--- src/sv/lfu_pkg.sv ---
`timescale 1ns / 1ps

package lfu_pkg;

  // fixed field widths of the stream and configuration ports
  localparam int IN_PAGE_W     = 16;
  localparam int IN_TDATA_W    = 16;
  localparam int FRAME_IDX_W   = 3;
  localparam int EVICT_PAGE_W  = 16;
  localparam int FAULT_TOTAL_W = 32;
  localparam int OUT_FIELDS_W  = 1 + FRAME_IDX_W + 1 + EVICT_PAGE_W + FAULT_TOTAL_W;
  localparam int OUT_TDATA_W   = ((OUT_FIELDS_W + 7) / 8) * 8;
  localparam int CFG_W         = 4;

  localparam logic [CFG_W-1:0] CFG_RESET = 4'd8;

  // kind of update broadcast to the frame cells
  typedef enum logic {
    WR_INC,
    WR_LOAD
  } wr_kind_e;

endpackage

--- src/sv/lfu_page_replacement.sv ---
`timescale 1ns / 1ps

// lfu page replacement engine
// s_axis carries one page reference per beat (tdata = page, 16 bits);
// m_axis returns one result beat per reference: fault flag, frame now
// holding the page, eviction flag and evicted page, saturating fault total.
// cfg_we_i / cfg_wdata_i write frames_in_use (0 acts as 1, values above
// NUM_FRAMES act as NUM_FRAMES); write it only while the engine is idle.
// each reference is handled in steps: the beat is latched into the seed
// register, the search record walks the chain of frame cells one cell per
// cycle (hit, first free frame and least-used victim), then the chosen
// cell is updated and the output register loaded once it can take the
// result. one reference is in flight at a time.
// the result sits in an output register, so s_axis_tready comes back as
// soon as the result is loaded even if m_axis_tready is low; a stalled
// receiver holds the next result in the engine until the register frees.
// reset empties all frames, clears the fault total and sets
// frames_in_use to 8; frame pages and counts are not cleared

module lfu_page_replacement import lfu_pkg::*; #(
  parameter int NUM_FRAMES = 8,
  parameter int PAGE_BITS  = 16,
  parameter int COUNT_BITS = 16
) (
  input  logic                   clk_i,
  input  logic                   rst_ni,
  // configuration: frames_in_use
  input  logic                   cfg_we_i,
  input  logic [CFG_W-1:0]       cfg_wdata_i,
  // page references, tdata[15:0] = page
  input  logic                   s_axis_tvalid,
  output logic                   s_axis_tready,
  input  logic [IN_TDATA_W-1:0]  s_axis_tdata,
  // results, tdata from bit 0: fault, frame_index[2:0], evicted_valid,
  // evicted_page[15:0], fault_total[31:0], zero fill
  output logic                   m_axis_tvalid,
  input  logic                   m_axis_tready,
  output logic [OUT_TDATA_W-1:0] m_axis_tdata
);

  localparam int IdxW  = (NUM_FRAMES > 1) ? $clog2(NUM_FRAMES) : 1;
  localparam int NcntW = $clog2(NUM_FRAMES + 1);
  localparam int PadW  = OUT_TDATA_W - OUT_FIELDS_W;

  // engine states
  localparam logic [1:0] ST_IDLE = 2'd0;
  localparam logic [1:0] ST_RUN  = 2'd1;
  localparam logic [1:0] ST_DONE = 2'd2;

  // search record handed from cell to cell
  typedef struct packed {
    logic [PAGE_BITS-1:0]  page;
    logic                  hit;
    logic [IdxW-1:0]       hit_idx;
    logic                  free;
    logic [IdxW-1:0]       free_idx;
    logic [COUNT_BITS-1:0] min_cnt;
    logic [PAGE_BITS-1:0]  min_page;
    logic [IdxW-1:0]       min_idx;
  } rec_t;

  // update broadcast to all cells
  typedef struct packed {
    logic                 en;
    wr_kind_e             kind;
    logic [IdxW-1:0]      idx;
    logic [PAGE_BITS-1:0] page;
  } wr_t;

  logic [CFG_W-1:0]         cfg_q;
  logic [NcntW-1:0]         n_eff;
  logic [NUM_FRAMES-1:0]    active;

  logic [1:0]               state_q, state_d;
  logic [IdxW-1:0]          step_q, step_d;
  rec_t                     seed_q;
  rec_t                     chain [NUM_FRAMES+1];
  rec_t                     result;
  wr_t                      wr;

  logic                     s_beat;
  logic                     commit;
  logic                     evict;
  logic [FAULT_TOTAL_W-1:0] fault_total_q, fault_total_d;
  logic                     m_valid_q;
  logic [OUT_TDATA_W-1:0]   m_data_q, m_data_d;

  assign s_axis_tready = (state_q == ST_IDLE);
  assign s_beat        = s_axis_tvalid && s_axis_tready;
  assign m_axis_tvalid = m_valid_q;
  assign m_axis_tdata  = m_data_q;

  // configuration register
  always_ff @(posedge clk_i or negedge rst_ni) begin
    if (!rst_ni) begin
      cfg_q <= CFG_RESET;
    end else if (cfg_we_i) begin
      cfg_q <= cfg_wdata_i;
    end
  end

  // clamp the frame count into 1..NUM_FRAMES
  always_comb begin
    priority if (cfg_q == '0) begin
      n_eff = NcntW'(1);
    end else if (int'(cfg_q) > NUM_FRAMES) begin
      n_eff = NcntW'(NUM_FRAMES);
    end else begin
      n_eff = NcntW'(cfg_q);
    end
    for (int i = 0; i < NUM_FRAMES; i++) begin
      active[i] = (i < int'(n_eff));
    end
  end

  // seed record for the chain
  always_ff @(posedge clk_i) begin
    if (s_beat) begin
      seed_q <= '{page: PAGE_BITS'(s_axis_tdata[IN_PAGE_W-1:0]), default: '0};
    end
  end

  assign chain[0] = seed_q;

  for (genvar g = 0; g < NUM_FRAMES; g++) begin : g_cell
    lfu_cell #(
      .NUM_FRAMES (NUM_FRAMES),
      .PAGE_BITS  (PAGE_BITS),
      .COUNT_BITS (COUNT_BITS),
      .IDX        (g)
    ) u_cell (
      .clk_i    (clk_i),
      .rst_ni   (rst_ni),
      .active_i (active[g]),
      .rec_i    (chain[g]),
      .rec_o    (chain[g+1]),
      .wr_i     (wr)
    );
  end

  assign result = chain[NUM_FRAMES];

  // sequencer: latch, walk the chain, commit
  always_comb begin
    state_d = state_q;
    step_d  = step_q;
    unique case (state_q)
      ST_IDLE: begin
        if (s_beat) begin
          state_d = ST_RUN;
          step_d  = '0;
        end
      end
      ST_RUN: begin
        if (step_q == IdxW'(NUM_FRAMES - 1)) begin
          state_d = ST_DONE;
        end else begin
          step_d = step_q + IdxW'(1);
        end
      end
      ST_DONE: begin
        if (commit) begin
          state_d = ST_IDLE;
        end
      end
      default: begin
        state_d = ST_IDLE;
      end
    endcase
  end

  always_ff @(posedge clk_i or negedge rst_ni) begin
    if (!rst_ni) begin
      state_q <= ST_IDLE;
      step_q  <= '0;
    end else begin
      state_q <= state_d;
      step_q  <= step_d;
    end
  end

  // commit once the output register can take the result
  assign commit = (state_q == ST_DONE) && (!m_valid_q || m_axis_tready);
  assign evict  = !result.hit && !result.free;

  always_comb begin
    wr.en   = commit;
    wr.page = result.page;
    if (result.hit) begin
      wr.kind = WR_INC;
      wr.idx  = result.hit_idx;
    end else begin
      wr.kind = WR_LOAD;
      wr.idx  = result.free ? result.free_idx : result.min_idx;
    end
  end

  // saturating fault total
  always_comb begin
    fault_total_d = fault_total_q;
    if (!result.hit && (fault_total_q != '1)) begin
      fault_total_d = fault_total_q + FAULT_TOTAL_W'(1);
    end
  end

  always_ff @(posedge clk_i or negedge rst_ni) begin
    if (!rst_ni) begin
      fault_total_q <= '0;
    end else if (commit) begin
      fault_total_q <= fault_total_d;
    end
  end

  // result beat
  always_comb begin
    m_data_d = {PadW'(0),
                fault_total_d,
                evict ? EVICT_PAGE_W'(result.min_page) : EVICT_PAGE_W'(0),
                evict,
                FRAME_IDX_W'(wr.idx),
                !result.hit};
  end

  always_ff @(posedge clk_i or negedge rst_ni) begin
    if (!rst_ni) begin
      m_valid_q <= 1'b0;
    end else if (commit) begin
      m_valid_q <= 1'b1;
    end else if (m_axis_tready) begin
      m_valid_q <= 1'b0;
    end
  end

  always_ff @(posedge clk_i) begin
    if (commit) begin
      m_data_q <= m_data_d;
    end
  end

endmodule

--- src/sv/lfu_cell.sv ---
`timescale 1ns / 1ps

module lfu_cell import lfu_pkg::*; #(
  parameter int NUM_FRAMES = 8,
  parameter int PAGE_BITS  = 16,
  parameter int COUNT_BITS = 16,
  parameter int IDX        = 0
) (
  input  logic clk_i,
  input  logic rst_ni,
  input  logic active_i,
  input  logic [((PAGE_BITS * 2) + COUNT_BITS + 2
                 + 3 * ((NUM_FRAMES > 1) ? $clog2(NUM_FRAMES) : 1)) - 1:0] rec_i,
  output logic [((PAGE_BITS * 2) + COUNT_BITS + 2
                 + 3 * ((NUM_FRAMES > 1) ? $clog2(NUM_FRAMES) : 1)) - 1:0] rec_o,
  input  logic [(PAGE_BITS + 2 + ((NUM_FRAMES > 1) ? $clog2(NUM_FRAMES) : 1)) - 1:0] wr_i
);

  localparam int IdxW = (NUM_FRAMES > 1) ? $clog2(NUM_FRAMES) : 1;
  localparam logic [COUNT_BITS-1:0] CountMax = '1;

  typedef struct packed {
    logic [PAGE_BITS-1:0]  page;
    logic                  hit;
    logic [IdxW-1:0]       hit_idx;
    logic                  free;
    logic [IdxW-1:0]       free_idx;
    logic [COUNT_BITS-1:0] min_cnt;
    logic [PAGE_BITS-1:0]  min_page;
    logic [IdxW-1:0]       min_idx;
  } rec_t;

  typedef struct packed {
    logic                 en;
    wr_kind_e             kind;
    logic [IdxW-1:0]      idx;
    logic [PAGE_BITS-1:0] page;
  } wr_t;

  rec_t rec_in, rec_d, rec_q;
  wr_t  wr;

  logic                  valid_q;
  logic [PAGE_BITS-1:0]  page_q;
  logic [COUNT_BITS-1:0] cnt_q;
  logic                  match;
  logic                  better;
  logic                  sel;

  assign rec_in = rec_t'(rec_i);
  assign wr     = wr_t'(wr_i);
  assign rec_o  = rec_q;
  assign sel    = wr.en && (wr.idx == IdxW'(IDX));

  assign match  = active_i && valid_q && (page_q == rec_in.page);
  assign better = (IDX == 0) || (cnt_q < rec_in.min_cnt) ||
                  ((cnt_q == rec_in.min_cnt) && (page_q < rec_in.min_page));

  // fold this frame into the running search record
  always_comb begin
    rec_d = rec_in;
    if (match && !rec_in.hit) begin
      rec_d.hit     = 1'b1;
      rec_d.hit_idx = IdxW'(IDX);
    end
    if (active_i && !valid_q && !rec_in.free) begin
      rec_d.free     = 1'b1;
      rec_d.free_idx = IdxW'(IDX);
    end
    if (active_i && better) begin
      rec_d.min_cnt  = cnt_q;
      rec_d.min_page = page_q;
      rec_d.min_idx  = IdxW'(IDX);
    end
  end

  always_ff @(posedge clk_i) begin
    rec_q <= rec_d;
  end

  always_ff @(posedge clk_i or negedge rst_ni) begin
    if (!rst_ni) begin
      valid_q <= 1'b0;
    end else if (sel && (wr.kind == WR_LOAD)) begin
      valid_q <= 1'b1;
    end
  end

  always_ff @(posedge clk_i) begin
    if (sel) begin
      unique case (wr.kind)
        WR_INC: begin
          if (cnt_q != CountMax) begin
            cnt_q <= cnt_q + COUNT_BITS'(1);
          end
        end
        WR_LOAD: begin
          page_q <= wr.page;
          cnt_q  <= COUNT_BITS'(1);
        end
        default: begin
          cnt_q <= cnt_q;
        end
      endcase
    end
  end

endmodule

--- config.mk ---
export PLATFORM = sky130hd
export DESIGN_NAME = lfu_page_replacement
export DESIGN_NICKNAME = d
export VERILOG_FILES = /design/src/sv/lfu_pkg.sv /design/src/sv/lfu_page_replacement.sv /design/src/sv/lfu_cell.sv
export SDC_FILE = /design/constraint.sdc
export NUM_CORES = 1
export LEC_CHECK = 0
export BUFFER_PORTS_ARGS = -buffer_cell sky130_fd_sc_hd__buf_2
export CORE_AREA = 3 3 285 357
export DETAILED_ROUTE_END_ITERATION = 12
export DIE_AREA = 0 0 288 360
export SETUP_SLACK_MARGIN = 0.1
export SKIP_LAST_GASP = 1
export SYNTH_ARGS = -nofsm -noshare
export SYNTH_HDL_FRONTEND = slang
export SYNTH_SLANG_ARGS = --single-unit
--- constraint.sdc ---
create_clock -name clk_i -period 4 [get_ports clk_i]
set_input_delay 0.8 -clock clk_i [delete_from_list [all_inputs] [get_ports clk_i]]
set_output_delay 0.8 -clock clk_i [all_outputs]
set_load 0.1 [all_outputs]
### Yosys cells after proc, flatten, opt, wreduce, memory -nomap -nowiden

Cells that the tools add are included.

* word-level logic and storage cells: 337
* register bits: 810
* input port bits: 25
* output and inout port bits: 58

* add/sub/neg operators: 10
* reduce and logical (&&, ||, !) cells: 128
* equality and inequality tests: 46
* multiplexer cells: 37
* magnitude comparators: 23
* bitwise gates (word level): 1

Operators with widths (count)
* 16-bit one-hot mux with 2 select lines: 8
* 16-bit == test: 15
* 16-bit < comparator: 14
* 35-bit 2-to-1 mux: 6
* 16-bit by 1-bit adder with 16-bit output, second input constant: 8
* 16-bit 2-to-1 mux: 8
* 16-bit != test, second input constant: 8
* 1-bit logical AND: 72
* 32-bit by 1-bit adder with 32-bit output, second input constant: 1
* 32-bit 2-to-1 mux: 1
* 32-bit != test, second input constant: 1
* 2-bit AND reduction: 16
* 1-bit logical NOT: 25
* 19-bit 2-to-1 mux: 1
* 2-bit by 1-bit != test with 1-bit output, second input constant: 9
* 3-bit by 4-bit < comparator with 1-bit output, first input constant: 4
* 3-bit == test, second input constant: 5
* 4-bit 2-to-1 mux: 3
* 3-bit 2-to-1 mux: 3
* 1-bit logical OR: 8
* 1-bit by 4-bit < comparator with 1-bit output, first input constant: 2
* 2-bit by 4-bit < comparator with 1-bit output, first input constant: 2
* 3-bit by 2-bit == test with 1-bit output, second input constant: 2
* 2-bit 2-to-1 mux: 3
* other kinds (15): 20

### Depth between registers and ports, before layout

* word-level depth: 7
* depth in mapped cells: 10
* depth with buffers taken out: 8

### By module

A second synthesis with hierarchy kept.

* cells, all modules: 2951
* area total of the unflattened synthesis: 36735.2 sq um

Modules (own cells, without submodules)
* lfu_cell (g_cell[1].u_cell ...): area an instance 4087.7 sq um, cells an instance 333, instances 3, sequential area each 2167.1 sq um
* lfu_cell (g_cell[3].u_cell ...): area an instance 4055.1 sq um, cells an instance 332, instances 3, sequential area each 2167.1 sq um
* lfu_page_replacement: area an instance 4974.8 sq um, cells an instance 396, instances 1, sequential area each 3124.2 sq um
* lfu_cell (g_cell[7].u_cell): area an instance 4080.2 sq um, cells an instance 332, instances 1, sequential area each 2167.1 sq um
* lfu_cell (g_cell[0].u_cell): area an instance 3251.9 sq um, cells an instance 228, instances 1, sequential area each 2167.1 sq um

### Worst setup path before layout

OpenSTA, ideal clock, no wires.

* kind: register to register
* from: register m_valid_q (netlist: m_axis_tvalid)
* to: register g_cell[5].u_cell.cnt_q[0] (enable)
* library setup time: 0.414 ns
* period minus slack after synthesis: 3.881 ns
* arrival: 3.466 ns
* slack: 0.119 ns
* data required time: 3.586 ns
* cell stages (with the launch flop): 6
* path through: dfrtp_1 > nand2b_1 > nand2b_1 > clkinv_1 > nand2_1 > a211oi_1

* longest elaborated chain between the ends: 5

RTL lines
* from (decl): RTL line lfu_page_replacement.sv:85 `logic m_valid_q;`
* from (signal assigned): RTL line lfu_page_replacement.sv:226 `m_valid_q <= 1'b0;`
* from (signal assigned): RTL line lfu_page_replacement.sv:228 `m_valid_q <= 1'b1;`
* from (signal assigned): RTL line lfu_page_replacement.sv:230 `m_valid_q <= 1'b0;`
* 1-bit logical NOT: RTL line lfu_page_replacement.sv:183 `assign commit = (state_q == ST_DONE) && (!m_valid_q || m_axis_tready);`
* 1-bit logical OR: RTL line lfu_page_replacement.sv:183
* 1-bit logical AND: RTL line lfu_page_replacement.sv:183
* net commit: RTL line lfu_page_replacement.sv:82 `logic commit;`
* 1-bit logical AND: RTL line lfu_cell.sv:53 `assign sel = wr.en && (wr.idx == IdxW'(IDX));`
* 2-bit AND reduction (no source line)
* to (signal assigned): RTL line lfu_cell.sv:94 `cnt_q <= cnt_q + COUNT_BITS'(1);`
* to (signal assigned): RTL line lfu_cell.sv:102 `cnt_q <= cnt_q;`
* to (decl): RTL line lfu_cell.sv:45 `logic [COUNT_BITS-1:0] cnt_q;`

The timed path passes the listed nets, and every way through them passes these cells.
A chain may end at the register's enable or synchronous reset.

==> impl_metrics.ini <==
[synthesis]
muxShareOfSynthArea = 0.04981
synth_top_area_share = 0.2836
synth-xor-area-share = 0.07101
yosysUniqueCellTypes = 61
synth_warnings = 0
synth_top_family_by_area = simple AND/OR/NAND/NOR gates
synthAdderAreaFrac = 0.08290
synthesis.area_um2 = 34410
synthArstFlopShare = 0.06173
synth_compound_area_frac = 0.07152
synth-edff-count = 325
yosysTopAreaCell = edfxtp_1
ys_seq_elements = 810
yosysSeqAreaShare = 0.5731
synth-simple-area-share = 0.1124
synth_cells = 2992
synth_ff_type = dfxtp_1
syn_avg_cell_area_um2 = 11.50
synth.area.top_cells = edfxtp_1, dfxtp_1, ha_1

[worst_setup_path]
end_kind = register
crit_required_ns = 4.50
path_depth = 8
worstRegToRegCells = 8
critical_path.cell_chain = ha_1, nand4_1, nor3_1, o211ai_1, a2111oi_0, o21ai_2, buf_4, mux2_2
slowest_stage = a2111oi_0
crit_family = compound AO/OA/AOI/OAI gates
cp_max_fo = 34
arrival_ns = 4.00
path_buf_inv = 1
startpoint_type = register
critPathMaxStageDelay_ns = 0.96
critical_path_class = register to register

[cells_and_area]
diodes = 0
instances_no_fill = 4491
drive_gt1_frac = 0.1465
final_cell_mix = dfxtp_1, edfxtp_1, inv_1
layout_commonest_cell = dfxtp_1
synthToLayoutAreaGrowth_pct = 15.19
final_core_util = 0.4013
final_nets = 3359

[detailed_routing]
drtAntennaViolNets = 0
drc = 0
drt-wirelength-per-cell_um = 16.37
totalWireLength_mm = 73.54
drtPass1Iterations = 5
avgViaCountPerCell = 4.695
drtIter0Drc = 1121
num_vias = 21090

[cts]
cts.reportedPaths.clkPinSlew_ns = 0.06
cts_tree = done
cts_max_level = 3
clk_path_buf_depth = 3
hold_buffers = 0
cts.sinks = 810
cts_buffers = 87
cts_root_buf = clkbuf_16
insertion_delay_ns = 0.62

[sta]
grt_setup_unrepaired = no
finalMaxSlewViolations = 0
setup-violations-final = 0
fmax_mhz = 286.1
finalSetupTns_ns = 0
period_minus_slack_ns = 3.495
hold_slack_ns = 0.1816
skew_ns = 0.01498
timing.final.hold_violations = 0
worst_slew_pin_slew_ns = 1.145
slew_headroom = 0.2365
min_period_over_period = 0.8738

[place]
port_buffers = 79
place_inst = 4327
hpwl_mm = 54.82
gp_congestion = 0.8446

[floorplan]
rows = 129
die-area_um2 = 103700
die_h_um = 360
pin_count = 83
fp.dieW_um = 288
core-area_um2 = 98780
floorplan.initialDensity = 0.3484

[power_and_ir_drop]
leakagePower_nw = 15.73
p_per_area_nw_per_um2 = 520.1
ir_drop_v = 0.0003644

[hold_path]
hold_class = input port to async pin

[global_route]
grt.overflow.total = 0
grt_pass1_vias = 21290
antenna_found_initial = 0
grt_pass1_wl_mm = 116.2
track_usage = 0.1401
grt_max_degree = 69

[flow_run]
cap_violations = 0

[run_status]
outcome = completed
-- cells in the mapped netlist (all sizes together), types with 27 or more instances --
library cell,number
dfxtp,435
edfxtp,325
inv,241
ha,228
nand2,198
nor2,175
xnor2,149
mux2,146
xor2,130
o21ai,112
a21oi,103
nand4,84
clkbuf,82
nand3,79
o211ai,79
dfrtp,49
nor3,44
or2,37
and2,34
nand2b,28
a21o,27
-- worst paths after layout --
check	to	start	slack, ns
worst max-delay path	g_cell[3].u_cell.rec_o[24]	g_cell[3].u_cell.cnt_q[11]	0.50
worst min-delay path	fault_total_q[2]	rst_ni	0.18
worst max register to register	g_cell[3].u_cell.rec_o[24]	g_cell[3].u_cell.cnt_q[11]	0.50
worst min register to register	g_cell[7].u_cell.rec_o[44]	g_cell[6].u_cell.rec_o[44]	0.36
max in group asynchronous	cfg_q[3]	rst_ni	3.03
min in group clk_i	chain[522]	s_axis_tdata[7]	0.34
-- registers in the layout, indices dropped and copies added, names as in the netlist --
| register | count |
|---|---|
| m_axis_tvalid | 1 |
| g_cell.u_cell.valid_q | 8 |
| g_cell.u_cell.cnt_q | 128 |
| g_cell.u_cell.page_q | 128 |
| step_q | 3 |
| fault_total_q | 32 |
| state_q | 2 |
| g_cell.u_cell.rec_o | 435 |
| chain | 16 |
| cfg_q | 4 |
| m_axis_tdata | 53 |
-- kinds of logic (layout without fill, tap and decap cells) --
family	count (synthesis)	in the layout
AND/OR/NAND/NOR	780	780
XOR/XNOR	279	279
buffers and inverters	347	534
adder cells (fa/ha/maj)	228	228
flip-flops	810	810
other	1	3
multiplexers	153	153
AO/OA/AOI/OAI	394	394
-- per-layer routing --
| layer | vias to the layer above | wire length (um) | track usage |
|---|---|---|---|
| li1 | 10690 | - | - |
| met1 | 9868 | 33050 | 0.1788 |
| met2 | 382 | 35210 | 0.2399 |
| met3 | 144 | 2697 | 0.01811 |
| met4 | 0 | 2584 | 0.05515 |
| met5 | - | 0 | 0 |
-- repair_timing --
action	in CTS	in global routing
setup endpoints to repair	33	31
buffers inserted	0	0
pin swaps	0	0
resized for setup	1	1
-- cell type report --
class	instances	area (um^2)
Fill cell	9405	59140
Sequential cell	810	19720
Multi-Input combinational cell	1837	13440
Clock buffer	124	2599
Tap cell	1310	1639
Inverter	242	909.6
Timing Repair Buffer	128	775.7
Clock inverter	40	559.3
-- power by group --
group          switching [W]  total, W  internal [W]
clock network        0.00330   0.00863       0.00533
logic                0.00126   0.00223      0.000964
registers           0.000446   0.00976       0.00931
total                0.00501    0.0206        0.0156
-- stage by stage --
| step | power [W] | setup WS [ns] | area (um^2) |
|---|---|---|---|
| floorplan | 0.01142 | 0.1194 | 34420 |
| global placement | 0.01213 | -0.0009415 | 36480 |
| detailed placement | 0.01217 | -0.08521 | 36480 |
| CTS | 0.02088 | 0.1510 | 39640 |
| global route | 0.02148 | 0.2985 | 39640 |
| finish | 0.02062 | 0.5049 | 39640 |
Power figures use the tool's default switching activity.
